`config.mk`:
```
export PLATFORM = sky130hd
export DESIGN_NAME = btpl_ctrl
export DESIGN_NICKNAME = d
export VERILOG_FILES = /design/src/btpl_pkg.sv /design/src/btpl_ctrl.sv
export SDC_FILE = /design/constraint.sdc
export NUM_CORES = 1
export LEC_CHECK = 0
export BUFFER_PORTS_ARGS = -buffer_cell sky130_fd_sc_hd__buf_2
export CAP_MARGIN = 20
export CORE_AREA = 2 2 39 41
export DETAILED_ROUTE_END_ITERATION = 16
export DIE_AREA = 0 0 41 43
export PLACE_DENSITY = 0.47
export SLEW_MARGIN = 20
export SYNTH_ARGS = -nofsm -noshare
export SYNTH_HDL_FRONTEND = slang
export SYNTH_SLANG_ARGS = --single-unit
```
`constraint.sdc`:
```
create_clock -name clk -period 3.1 [get_ports clk]
set_clock_uncertainty 0.15 [all_clocks]
set_input_delay 0.155 -clock clk [delete_from_list [all_inputs] [get_ports clk]]
set_output_delay 0.155 -clock clk [all_outputs]
set_load 0.05 [all_outputs]
```
`src/btpl_pkg.sv`:
```
package btpl_pkg;

	// Configuration register indexes.
	localparam logic [1:0] CFG_RECORD_BITS = 2'd0;
	localparam logic [1:0] CFG_TREE_NODES  = 2'd1;
	localparam logic [1:0] CFG_TREE_IS_V6  = 2'd2;

	// Result status codes.
	localparam logic [1:0] ST_FOUND   = 2'd0;
	localparam logic [1:0] ST_NO_DATA = 2'd1;
	localparam logic [1:0] ST_INVALID = 2'd2;
	localparam logic [1:0] ST_FAIL    = 2'd3;

	// Kind of byte fetched for a record.
	localparam logic [1:0] KIND_HEAD = 2'd0;
	localparam logic [1:0] KIND_FULL = 2'd1;
	localparam logic [1:0] KIND_TAIL = 2'd2;

	localparam int KEY_W  = 128;
	localparam int NODE_W = 32;
	localparam int POS_W  = 39;
	localparam int PTR_W  = 36;
	localparam logic [5:0] MAX_RECORD_BITS = 6'd32;
	localparam logic [5:0] NIBBLE_BITS     = 6'd4;
	localparam logic [32:0] RESERVED_SPAN  = 33'd16;

	typedef struct packed {
		logic wr;
		logic load;
		logic mul;
		logic issue;
		logic fail;
		logic eval;
		logic publish;
	} dp_cmd_t;

	typedef struct packed {
		logic pre_fail;
		logic more;
		logic oob;
		logic infl;
		logic eval_done;
	} dp_sts_t;

endpackage

```
`src/btpl_ctrl.sv`:
```
module btpl_ctrl (
	input  logic              clk,
	input  logic              arst_n,
	input  logic              in_valid,
	input  logic              in_action,
	output logic              in_ready,
	output logic              out_valid,
	input  logic              out_ready,
	input  btpl_pkg::dp_sts_t sts,
	output btpl_pkg::dp_cmd_t cmd
);
	import btpl_pkg::*;

	localparam logic [2:0] S_IDLE = 3'd0;
	localparam logic [2:0] S_MUL  = 3'd1;
	localparam logic [2:0] S_READ = 3'd2;
	localparam logic [2:0] S_EVAL = 3'd3;
	localparam logic [2:0] S_FIN  = 3'd4;

	logic [2:0] state_q;
	logic [2:0] state_d;
	logic       out_valid_q;
	logic       accept;
	logic       slot_free;

	assign in_ready  = (state_q == S_IDLE);
	assign accept    = in_valid && in_ready;
	assign slot_free = !out_valid_q || out_ready;
	assign out_valid = out_valid_q;

	always_comb begin
		cmd     = '0;
		state_d = state_q;
		unique case (state_q)
			S_IDLE: begin
				if (accept) begin
					if (!in_action) begin
						cmd.wr = 1'b1;
					end else begin
						cmd.load = 1'b1;
						state_d  = sts.pre_fail ? S_FIN : S_MUL;
					end
				end
			end
			S_MUL: begin
				cmd.mul = 1'b1;
				state_d = S_READ;
			end
			S_READ: begin
				// Byte reads overlap with merging of the previous byte.
				if (sts.more) begin
					if (sts.oob) begin
						cmd.fail = 1'b1;
						state_d  = S_FIN;
					end else begin
						cmd.issue = 1'b1;
					end
				end else if (!sts.infl) begin
					state_d = S_EVAL;
				end
			end
			S_EVAL: begin
				cmd.eval = 1'b1;
				state_d  = sts.eval_done ? S_FIN : S_MUL;
			end
			S_FIN: begin
				if (slot_free) begin
					cmd.publish = 1'b1;
					state_d     = S_IDLE;
				end
			end
			default: begin
				state_d = S_IDLE;
			end
		endcase
	end

	always_ff @(posedge clk or negedge arst_n) begin
		if (!arst_n) begin
			state_q     <= S_IDLE;
			out_valid_q <= 1'b0;
		end else begin
			state_q <= state_d;
			if (cmd.publish) begin
				out_valid_q <= 1'b1;
			end else if (out_ready) begin
				out_valid_q <= 1'b0;
			end
		end
	end

	a_issue_in_range: assert property (@(posedge clk) disable iff (!arst_n)
		cmd.issue |-> sts.more && !sts.oob)
		else $error("byte read issued with no byte pending or beyond memory");

	a_eval_settled: assert property (@(posedge clk) disable iff (!arst_n)
		state_q == S_EVAL |-> !sts.infl && !sts.more)
		else $error("record evaluated before all of its bytes were merged");

	a_one_step: assert property (@(posedge clk) disable iff (!arst_n)
		$onehot0({cmd.load, cmd.mul, cmd.issue, cmd.eval, cmd.fail}))
		else $error("more than one walk step commanded at once");

	a_no_overwrite: assert property (@(posedge clk) disable iff (!arst_n)
		cmd.publish |-> !out_valid_q || out_ready)
		else $error("result published over a word not yet taken");

endmodule

```
## Word-level counts from Yosys, hierarchy flattened

Cells that the tools add are included.

- Flip-flop bits (word level): 4
- Bits of input ports: 10
- Output and inout port bits: 9
- Logic and storage cells: 40

- Eq/ne operators: 9
- Muxes and demuxes: 23
- Reduce and logical (&&, ||, !) cells: 6

Operators by type and width:

| operator | count |
|---|---|
| $mux 3 | 8 |
| $pmux 3 s5 | 1 |
| $mux 1 | 10 |
| $mux 2 | 4 |
| $eq 3x2->1 const B | 2 |
| $ne 3x3->1 const B | 2 |
| $reduce_and 5->1 | 1 |
| $ne 2x2->1 const B | 2 |
| $eq 3x1->1 const B | 1 |
| $eq 3x3->1 const B | 1 |
| $logic_not 3->1 | 1 |
| $ne 2x1->1 const B | 1 |
| $reduce_bool 2->1 | 1 |
| $logic_and 1x1->1 | 1 |
| $logic_not 1->1 | 1 |
| $logic_or 1x1->1 | 1 |

## Longest topological paths before layout

Gate-level depths: netlist of run 1.

- Word-level depth: 5
- Depth in mapped cells: 3
- Depth with buffers taken out: 3

## Worst setup path after synthesis of run 1

No wires, ideal clock.

- Kind: register to output
- Start point: register state_q[1]
- End point: output cmd[6] in the netlist's numbering
- Data arrival time: 2.395 ns
- Required time: 2.795 ns
- Slack: 0.400 ns
- Cell stages (with the launch flop): 4
- Path buffers: 0
- Path through: dfrtp_1 > nor3_1 > nand2_1 > nor2_1

RTL lines:

| item | line | source |
|---|---|---|
| from (decl) | btpl_ctrl.sv:20 | `logic [2:0] state_q;` |
| from (signal assigned) | btpl_ctrl.sv:83 | `state_q <= state_d;` |
| to (decl) | btpl_ctrl.sv:10 | `output btpl_pkg::dp_cmd_t cmd` |

==> impl_metrics.json, run 1 <==
{
  "run_status": "complete, no violations",
  "final_cell_area_um2": 422,
  "setup-violations-final": 0,
  "max_clock_freq_mhz": 559,
  "worst_r2r_startpoint": "state_q[2]",
  "layout-drive-gt1-share": 0.464,
  "yosys.area.top_type": "sky130_fd_sc_hd__dfrtp_1",
  "path_buf_inv": 1,
  "synth_edf_count": 0,
  "setup.worst_path.end": "cmd[2]",
  "gr-usage-met3": 0.0314,
  "p_leak_nw": 0.232,
  "core-area_mm2": 0.00138,
  "gr-usage-met1": 0.0885,
  "min_period_over_period": 0.577,
  "synth.cell_area_um2": 279,
  "critPathLaunchType": "flip-flop",
  "critical-path-slowest-cell": "sky130_fd_sc_hd__dfrtp_1",
  "first_iter_violations": 1,
  "i_o_pin_total": 19,
  "switching_power_mw": 0.230,
  "num_vias": 314,
  "worst_pin_slew_ps": 265,
  "multi_input_area_um2": 171,
  "critical_path_required_ps": 2790,
  "placement_rows": 14,
  "seqCellArea_um2": 100,
  "critical_path.endpoint_type": "primary output",
  "viasPerCell": 4.36,
  "ant_nets": 0,
  "synthTopCellsByArea": "sky130_fd_sc_hd__dfrtp_1, sky130_fd_sc_hd__or2b_2, sky130_fd_sc_hd__nand2_1",
  "floorplan.die_area_mm2": 0.00176,
  "vias_in_the_first_global_route": 285,
  "place_congestion": 0.607,
  "worst_case_headroom_to_the_max_slew_limit": 0.822,
  "antenna-diode-count": 0,
  "power.density_mw_per_mm2": 1000,
  "critPathArrivalTime_ps": 1480,
  "timing_hold_violations_final": 0,
  "placed_cell_area_um2": 389,
  "commonest_cells_post_synth": "sky130_fd_sc_hd__nand2_1, sky130_fd_sc_hd__nor2_1, sky130_fd_sc_hd__dfrtp_1, sky130_fd_sc_hd__or2b_2",
  "post-layout-total-power_mw": 0.423,
  "number_of_nets_at_the_end_of_the_flow": 68,
  "final_util": 0.305,
  "clock_power_share": 0.153,
  "placed_cells": 68,
  "gr-usage-met2": 0.131,
  "yosys.cell_types.count": 17,
  "place.port_buffers": 18,
  "worst_r2r_endpoint": "state_q[2]",
  "synthCells": 34,
  "synth.yosys.seq_area_share": 0.359,
  "grt_first_pass_wirelength_um": 986,
  "cell_internal_pwr_mw": 0.193,
  "synth_nets": 44,
  "grt_antenna_before_repair": 0,
  "clock_path_buffers": 2,
  "clk_latency_ps": 230,
  "cts_tree": "yes",
  "post_cts_setup_buffer_count": 0,
  "critPathLaunch": "state_q[2]",
  "gr_ovfl_total": 0,
  "routedWlPerCell_um": 9.10,
  "power_frac_seq": 0.226,
  "syn_avg_cell_area_um2": 8.21,
  "setup_repair_after_global_routing_missed_its_margin": "false",
  "grt.total_usage": 0.0879,
  "r2r_slack_ps": 1690,
  "die-height_um": 43,
  "clock_transition_at_path_regs_ps": 40,
  "grt_max_degree": 9,
  "area_growth_syn_to_layout_pct": 51.1,
  "yosys_most_used_dff": "sky130_fd_sc_hd__dfrtp_1",
  "fin_tns_setup_ps": 0,
  "count_of_filler_cells_inserted_in_the_layout": 155,
  "yosysWarnings": 0,
  "ctsResizeCount": 0,
  "cp_cell_sequence": "or3b_1 > nor2_1 > buf_2",
  "power_frac_comb": 0.622,
  "hold_buffers": 1,
  "min-delay-path-class": "in -> reg",
  "routing_layer_with_the_top_usage_in_global_route": "met2",
  "starting_utilization_of_the_core_area": 0.202,
  "power_switching_share": 0.543,
  "routed_wirelength_um": 655,
  "worst_path_largest_cell_delay_ps": 450,
  "worst_supply_voltage_drop_on_vdd_mv": 0.269,
  "drt_drc_violations_left": 0,
  "htree_levels": 1,
  "timing.critical_path.depth": 3,
  "timing_max_transition_violations_final": 0,
  "ys_async_sr_fraction": 1.00,
  "reg2reg_path_depth": 3,
  "yosysMostFrequentCell": "sky130_fd_sc_hd__nand2_1",
  "detailedRoute.firstPassIterationCount": 2,
  "top_cell_type_s_share_of_synthesized_area": 0.359,
  "cts-buffers-inserted": 3,
  "die_w_um": 41,
  "instances_no_fill": 72,
  "ys_ff_latch": 4,
  "layout_min_cycle_time_ps": 1790,
  "max_cap_viol_count": 0,
  "critical_path_peak_fanout": 8,
  "clock-sinks": 4,
  "crit_type": "reg -> out",
  "place_hpwl_um": 545,
  "critical_path.top_delay_family": "simple AND/OR/NAND/NOR gates",
  "cts-root-buf": "sky130_fd_sc_hd__clkbuf_4"
}
logic make-up after synthesis:
kind of cell,after synthesis,share of synthesized area
compound gates,6,0.166
buf+inv,2,0.0269
simple gates,21,0.408
flops,4,0.359
mux,1,0.0404
cell usage in the layout (no fill, tap or decap):
cell type                       count
sky130_fd_sc_hd__nand3b_1           1
sky130_fd_sc_hd__a21oi_2            1
sky130_fd_sc_hd__buf_2             18
sky130_fd_sc_hd__inv_1              2
sky130_fd_sc_hd__dlygate4sd3_1      1
sky130_fd_sc_hd__a21oi_1            1
sky130_fd_sc_hd__a21o_1             1
sky130_fd_sc_hd__and3_1             2
sky130_fd_sc_hd__or2b_2             3
sky130_fd_sc_hd__nor3_1             2
sky130_fd_sc_hd__dfrtp_1            4
sky130_fd_sc_hd__clkbuf_4           3
sky130_fd_sc_hd__or3b_1             1
sky130_fd_sc_hd__nand2_1            6
sky130_fd_sc_hd__a2bb2oi_1          1
sky130_fd_sc_hd__nor2_1             5
sky130_fd_sc_hd__nor3b_1            1
sky130_fd_sc_hd__a22oi_1            1
sky130_fd_sc_hd__o32ai_1            1
sky130_fd_sc_hd__mux2_2             1
cell type report:
cell class,count,share of cell area
inverters,2,0.0178
repair buffers,19,0.237
multi-input cells,28,0.407
flip-flops and latches,4,0.237
well taps,16,0.0475
clock buffers,3,0.0534
stage by stage:
stage	worst slack (ps)	hold slack, ps
final	1310	46.8
after detailed placement	1560	-186
after floorplan	400	-291
after global placement	1560	-187
after CTS	1300	47.2
after global routing	1220	74.6
tightest hold or removal path: stages:
cell                      delay, ps
sky130_fd_sc_hd__buf_2           70
sky130_fd_sc_hd__or2b_2         110
sky130_fd_sc_hd__nand2_1         50
power by group through the flow:
| stage | combinational [mW] | sequential (mW) | clock (mW) |
|---|---|---|---|
| 2_1_floorplan | 0.197 | 0.106 | 0 |
| 3_3_place_gp | 0.264 | 0.0973 | 0 |
| 3_5_place_dp | 0.264 | 0.0962 | 0 |
| 4_1_cts | 0.266 | 0.0957 | 0.0670 |
| 5_1_grt | 0.284 | 0.0999 | 0.0691 |
| 6_report | 0.263 | 0.0955 | 0.0645 |
worst min-delay path by stage:
stage / startpoint / to / slack [ps] / cells past startpoint
final: out_ready / out_valid / 50 / 3
after global placement: arst_n / state_q[0] / -190 / 1
after floorplan: arst_n / out_valid / -290 / 0
after detailed placement: arst_n / state_q[2] / -190 / 1
after global routing: out_ready / out_valid / 70 / 3
after CTS: out_ready / out_valid / 50 / 3
per-layer routing:
layer | routed length (um) | vias to the layer above
met5 | 0 | -
met4 | 0 | 0
met3 | 35 | 0
met2 | 336 | 9
met1 | 283 | 140
li1 | - | 165
flip-flops by register name (all words and copies together), names as in the netlist:
register   count
out_valid      1
state_q        3
Power figures use the tool's default switching activity.
==> inputs of run 2 (changes only) <==
- PLACE_DENSITY: 0.47 -> 0.49
- clock period: 3.1 -> 1.6 ns (I/O delays scaled with it)
==> run 2 against run 1 <==
Clock-buffer cell count stayed put. Largest power group unchanged. Power up 130%. Worst hold slack got worse by 18 ps. Clock power is 84% higher. Register-to-register slack lost 1600 ps. Wire length rose by 7.9%. Final cell count up 5.6%. Die area stayed put. Setup slack lost 1300 ps. Critical endpoint unchanged. Non-clock buffer count rose by 4.
==> impl_metrics.json, run 2 (same netlist as run 1, synthesis figures left out) <==
{
  "clock_path_buffers": 2,
  "number_of_nets_at_the_end_of_the_flow": 72,
  "worst_pin_slew_ps": 249,
  "layout.cells.most_common": "sky130_fd_sc_hd__buf_2",
  "i_o_pin_total": 19,
  "first_iter_violations": 2,
  "timing_max_transition_violations_final": 0,
  "placement_rows": 14,
  "die-height_um": 43,
  "critical_path.endpoint_type": "primary output",
  "drt_drc_violations_left": 0,
  "place_hpwl_um": 571,
  "max_cap_viol_count": 0,
  "starting_utilization_of_the_core_area": 0.202,
  "pre_cts_slack_ps": 94.6,
  "timing_hold_violations_final": 0,
  "power.density_mw_per_mm2": 1800,
  "die_w_um": 41,
  "p_leak_nw": 0.260,
  "critPathLaunchType": "flip-flop",
  "antenna-diode-count": 0,
  "max_clock_freq_mhz": 633,
  "place.port_buffers": 18,
  "layout-drive-gt1-share": 0.650,
  "layout_min_cycle_time_ps": 1580,
  "area_growth_syn_to_layout_pct": 94.2,
  "gr_ovfl_total": 0,
  "vias_in_the_first_global_route": 334,
  "regMostFlops": "state_q",
  "cts-buffers-inserted": 3,
  "clock_transition_at_path_regs_ps": 30,
  "setup-violations-final": 0,
  "worst_supply_voltage_drop_on_vdd_mv": 0.524,
  "worst_case_headroom_to_the_max_slew_limit": 0.835,
  "place_congestion": 0.651,
  "cts-root-buf": "sky130_fd_sc_hd__clkbuf_4",
  "num_vias": 331,
  "crit_type": "reg -> out",
  "viasPerCell": 4.36,
  "grt.total_usage": 0.0960,
  "critical_path_peak_fanout": 4,
  "placed_cells": 69,
  "grt_first_pass_wirelength_mm": 1.15,
  "critPathArrivalTime_ps": 1350,
  "run_status": "complete, no violations",
  "detailedRoute.firstPassIterationCount": 2,
  "fin_worst_hold_slack_ps": 28.7,
  "min_period_over_period": 0.987,
  "clk_latency_ps": 230,
  "instances_no_fill": 76,
  "grt_antenna_before_repair": 0,
  "clock-sinks": 4,
  "htree_levels": 1,
  "floorplan.die_area_mm2": 0.00176,
  "ant_nets": 0,
  "grt_max_degree": 8,
  "largest_register_ff_count": 3,
  "cts_tree": "yes",
  "fin_tns_setup_ps": 0,
  "final_critical_path_setup_slack_ps": 21.4,
  "setup_repair_after_global_routing_missed_its_margin": "true",
  "most-common-layout-cells": "sky130_fd_sc_hd__buf_2, sky130_fd_sc_hd__nand2_1, sky130_fd_sc_hd__or2b_2, sky130_fd_sc_hd__clkbuf_4, sky130_fd_sc_hd__buf_6",
  "core-area_mm2": 0.00138,
  "critical_path_required_ps": 1370,
  "post-layout-total-power_mw": 0.974,
  "routedWlPerCell_um": 9.30,
  "min-delay-path-class": "in -> async",
  "routed_wirelength_um": 707
}
==> run 2: cell count changes in the layout (fill, tap and decap cells not counted), moves of 2 or more <==
cell and delta:
sky130_fd_sc_hd__nor2_2 +2, sky130_fd_sc_hd__buf_2 -4, sky130_fd_sc_hd__buf_4 +2, sky130_fd_sc_hd__nor2_1 -4
sky130_fd_sc_hd__nor2_4 +2, sky130_fd_sc_hd__dfrtp_2 +2, sky130_fd_sc_hd__dfrtp_1 -2, sky130_fd_sc_hd__buf_6 +3
==> run 2: final timing paths <==
check	from	endpoint	slack, ps	depth (start not counted)
max	state_q[0]	cmd[2]	20	3
min	arst_n	out_valid	30	2
max reg2reg	out_valid	out_valid	130	3
min reg2reg	state_q[2]	state_q[1]	460	2
max in group asynchronous	arst_n	state_q[1]	1140	2
min in group clk	sts[4]	state_q[0]	40	4
==> run 2: repair_timing <==
item,4_1_cts,5_1_grt
resized for setup,12,8
hold buffers,3,0
endpoints found under the hold margin,5,0
setup endpoints to repair,4,5
pin swaps,3,0
setup buffers,1,0
==> run 2: worst max-delay path: stages (launching register included) <==
cell and delay [ps]:
sky130_fd_sc_hd__dfrtp_2 430, sky130_fd_sc_hd__or3b_4 430, sky130_fd_sc_hd__nor2_4 110, sky130_fd_sc_hd__buf_8 150
==> run 2: area by class of cell <==
type	instances	area, um2
clock buffers	3	22.5
well taps	16	20.0
repair buffers	23	166
fillers	151	842
multi-input cells	28	223
inverters	2	7.51
flip-flops and latches	4	103
==> run 2: power breakdown <==
part	internal (mW)	switching [mW]	total, mW	leakage, nW
logic	0.252	0.414	0.666	0.196
clock network	0.0835	0.0356	0.119	0.0138
registers	0.143	0.0459	0.189	0.0500
==> run 2: through the flow <==
| step | area [um2] | utilization |
|---|---|---|
| final | 542 | 0.392 |
| after global routing | 542 | 0.392 |
| after detailed placement | 420 | 0.304 |
| after CTS | 513 | 0.371 |
| after floorplan | 303 | - |
| after global placement | 420 | 0.304 |
==> run 2: metal layers <==
layer / vias to the layer above / part of all wire / global-route usage
met4: 0 / 0 / 0.0600
met3: 0 / 0.048 / 0.0157
met2: 8 / 0.57 / 0.172
met1: 151 / 0.38 / 0.0918
li1: 172 / - / -
met5: - / 0 / 0
==> inputs of run 3 (changes only) <==
- BUFFER_PORTS_ARGS: -buffer_cell sky130_fd_sc_hd__buf_2 -> -buffer_cell sky130_fd_sc_hd__clkbuf_2
==> run 3 against run 2 <==
Core utilization rose by 4.5 points. Via count rose by 7.3%. Sequential power fell by 12%. Clock power barely moved. Final cell count rose by 5.3%. Critical path depth did not move. Register-to-register slack got worse by 70 ps. Die area did not move. Combinational power rose by 20%. Largest power group unchanged.
==> impl_metrics.json, run 3 (same netlist as run 1, synthesis figures left out) <==
{
  "worst_pin_slew_ps": 279,
  "most-common-layout-cells": "sky130_fd_sc_hd__clkbuf_2, sky130_fd_sc_hd__buf_4, sky130_fd_sc_hd__nand2_1",
  "layout_min_cycle_time_ps": 1600,
  "min-delay-path-class": "in -> async",
  "grt_antenna_before_repair": 0,
  "starting_utilization_of_the_core_area": 0.202,
  "clock_path_buffers": 2,
  "layout.cells.most_common": "sky130_fd_sc_hd__clkbuf_2",
  "setup_repair_after_global_routing_missed_its_margin": "true",
  "critical_path_peak_fanout": 3,
  "layout-drive-gt1-share": 0.641,
  "place_hpwl_um": 609,
  "critical_path.endpoint_type": "primary output",
  "worst_supply_voltage_drop_on_vdd_mv": 0.696,
  "floorplan.die_area_mm2": 0.00176,
  "crit_type": "reg -> out",
  "p_leak_nw": 0.293,
  "core-area_mm2": 0.00138,
  "first_iter_violations": 1,
  "antenna-diode-count": 0,
  "grt.total_usage": 0.111,
  "place_congestion": 0.683,
  "clk_latency_ps": 230,
  "power.density_mw_per_mm2": 1800,
  "gr_ovfl_total": 0,
  "ant_nets": 0,
  "timing_max_transition_violations_final": 0,
  "instances_no_fill": 80,
  "timing_hold_violations_final": 0,
  "count_of_filler_cells_inserted_in_the_layout": 148,
  "num_vias": 355,
  "min_period_over_period": 0.998,
  "placement_rows": 14,
  "routed_wirelength_um": 813,
  "cts_tree": "yes",
  "cts-buffers-inserted": 3,
  "post-layout-total-power_mw": 1.09,
  "clock-sinks": 4,
  "grt_first_pass_wirelength_mm": 1.24,
  "critPathLaunchType": "flip-flop",
  "drt_drc_violations_left": 0,
  "vias_in_the_first_global_route": 323,
  "routedWlPerCell_um": 10.2,
  "number_of_nets_at_the_end_of_the_flow": 76,
  "die_w_um": 41,
  "placed_cells": 71,
  "critPathArrivalTime_ps": 1370,
  "run_status": "complete, no violations",
  "die-height_um": 43,
  "grt_max_degree": 8,
  "max_cap_viol_count": 0,
  "detailedRoute.firstPassIterationCount": 2,
  "worst_case_headroom_to_the_max_slew_limit": 0.814,
  "clock_transition_at_path_regs_ps": 30,
  "area_growth_syn_to_layout_pct": 117,
  "place.port_buffers": 18,
  "max_clock_freq_mhz": 626,
  "setup-violations-final": 0,
  "regMostFlops": "state_q",
  "cts-root-buf": "sky130_fd_sc_hd__clkbuf_4",
  "i_o_pin_total": 19,
  "viasPerCell": 4.44,
  "critical_path_required_ps": 1370,
  "htree_levels": 1,
  "largest_register_ff_count": 3
}
-- run 3: cell types whose count changed in the layout (fill, tap and decap cells not counted), sizes merged --
| cell | previous run | this run |
|---|---|---|
| clkbuf | 3 | 16 |
| buf | 20 | 11 |
-- run 3: where the power goes --
part	internal [mW]	switching (mW)	leakage, nW
Clock	0.0835	0.0359	0.0138
Combinational	0.339	0.463	0.226
Sequential	0.139	0.0273	0.0528
Total	0.562	0.526	0.293
-- run 3: layer usage --
layer	share of wire	track usage	up-vias
met5	0	0	-
met4	0	0.0800	0
met3	0.042	0.0471	0
met2	0.57	0.169	8
li1	-	-	182
met1	0.39	0.115	165
-- run 3: path summary, 6_finish.rpt --
check	start	depth (start not counted)	endpoint	slack (ps)
worst max-delay path	state_q[0]	3	cmd[3]	3
worst min-delay path	arst_n	2	state_q[0]	40
worst max register to register	state_q[0]	4	state_q[2]	60
worst min register to register	state_q[2]	2	state_q[1]	450
max in group asynchronous	arst_n	2	out_valid	1140
min in group clk	sts[4]	4	state_q[0]	50
-- run 3: worst max-delay path, stage by stage (launching register included) --
cell                      delay (ps)
sky130_fd_sc_hd__dfrtp_1         400
sky130_fd_sc_hd__or3b_4          450
sky130_fd_sc_hd__nor2_4          130
sky130_fd_sc_hd__buf_8           150
-- run 3: layout make-up --
class	count	area (um2)	area share
Multi-Input combinational cell	28	228	0.377
Timing Repair Buffer	27	226	0.375
Sequential cell	4	100	0.166
Clock buffer	3	22.5	0.0373
Tap cell	16	20.0	0.0331
Inverter	2	7.51	0.0124
-- run 3: timing repair --
| item | 4_1_cts | 5_1_grt |
|---|---|---|
| hold endpoints to repair | 5 | 0 |
| setup endpoints to repair | 5 | 7 |
| buffers inserted | 2 | 1 |
| gates resized for setup | 12 | 15 |
| cloned | 0 | 0 |
| hold buffers | 3 | 0 |
| pin swaps | 0 | 1 |
-- run 3: through the flow --
step                      TNS [ps]   util  worst slack [ps]  hold WS [ps]  area, um2
final                            0  0.437              3.06          37.8        604
after global placement           0  0.315               122          -259        435
after floorplan               -499      -              -172          -366        303
after global routing         -94.5  0.437             -30.7          51.1        604
after CTS                    -11.8  0.402             -9.29          33.0        557
after detailed placement         0  0.315               103          -257        435
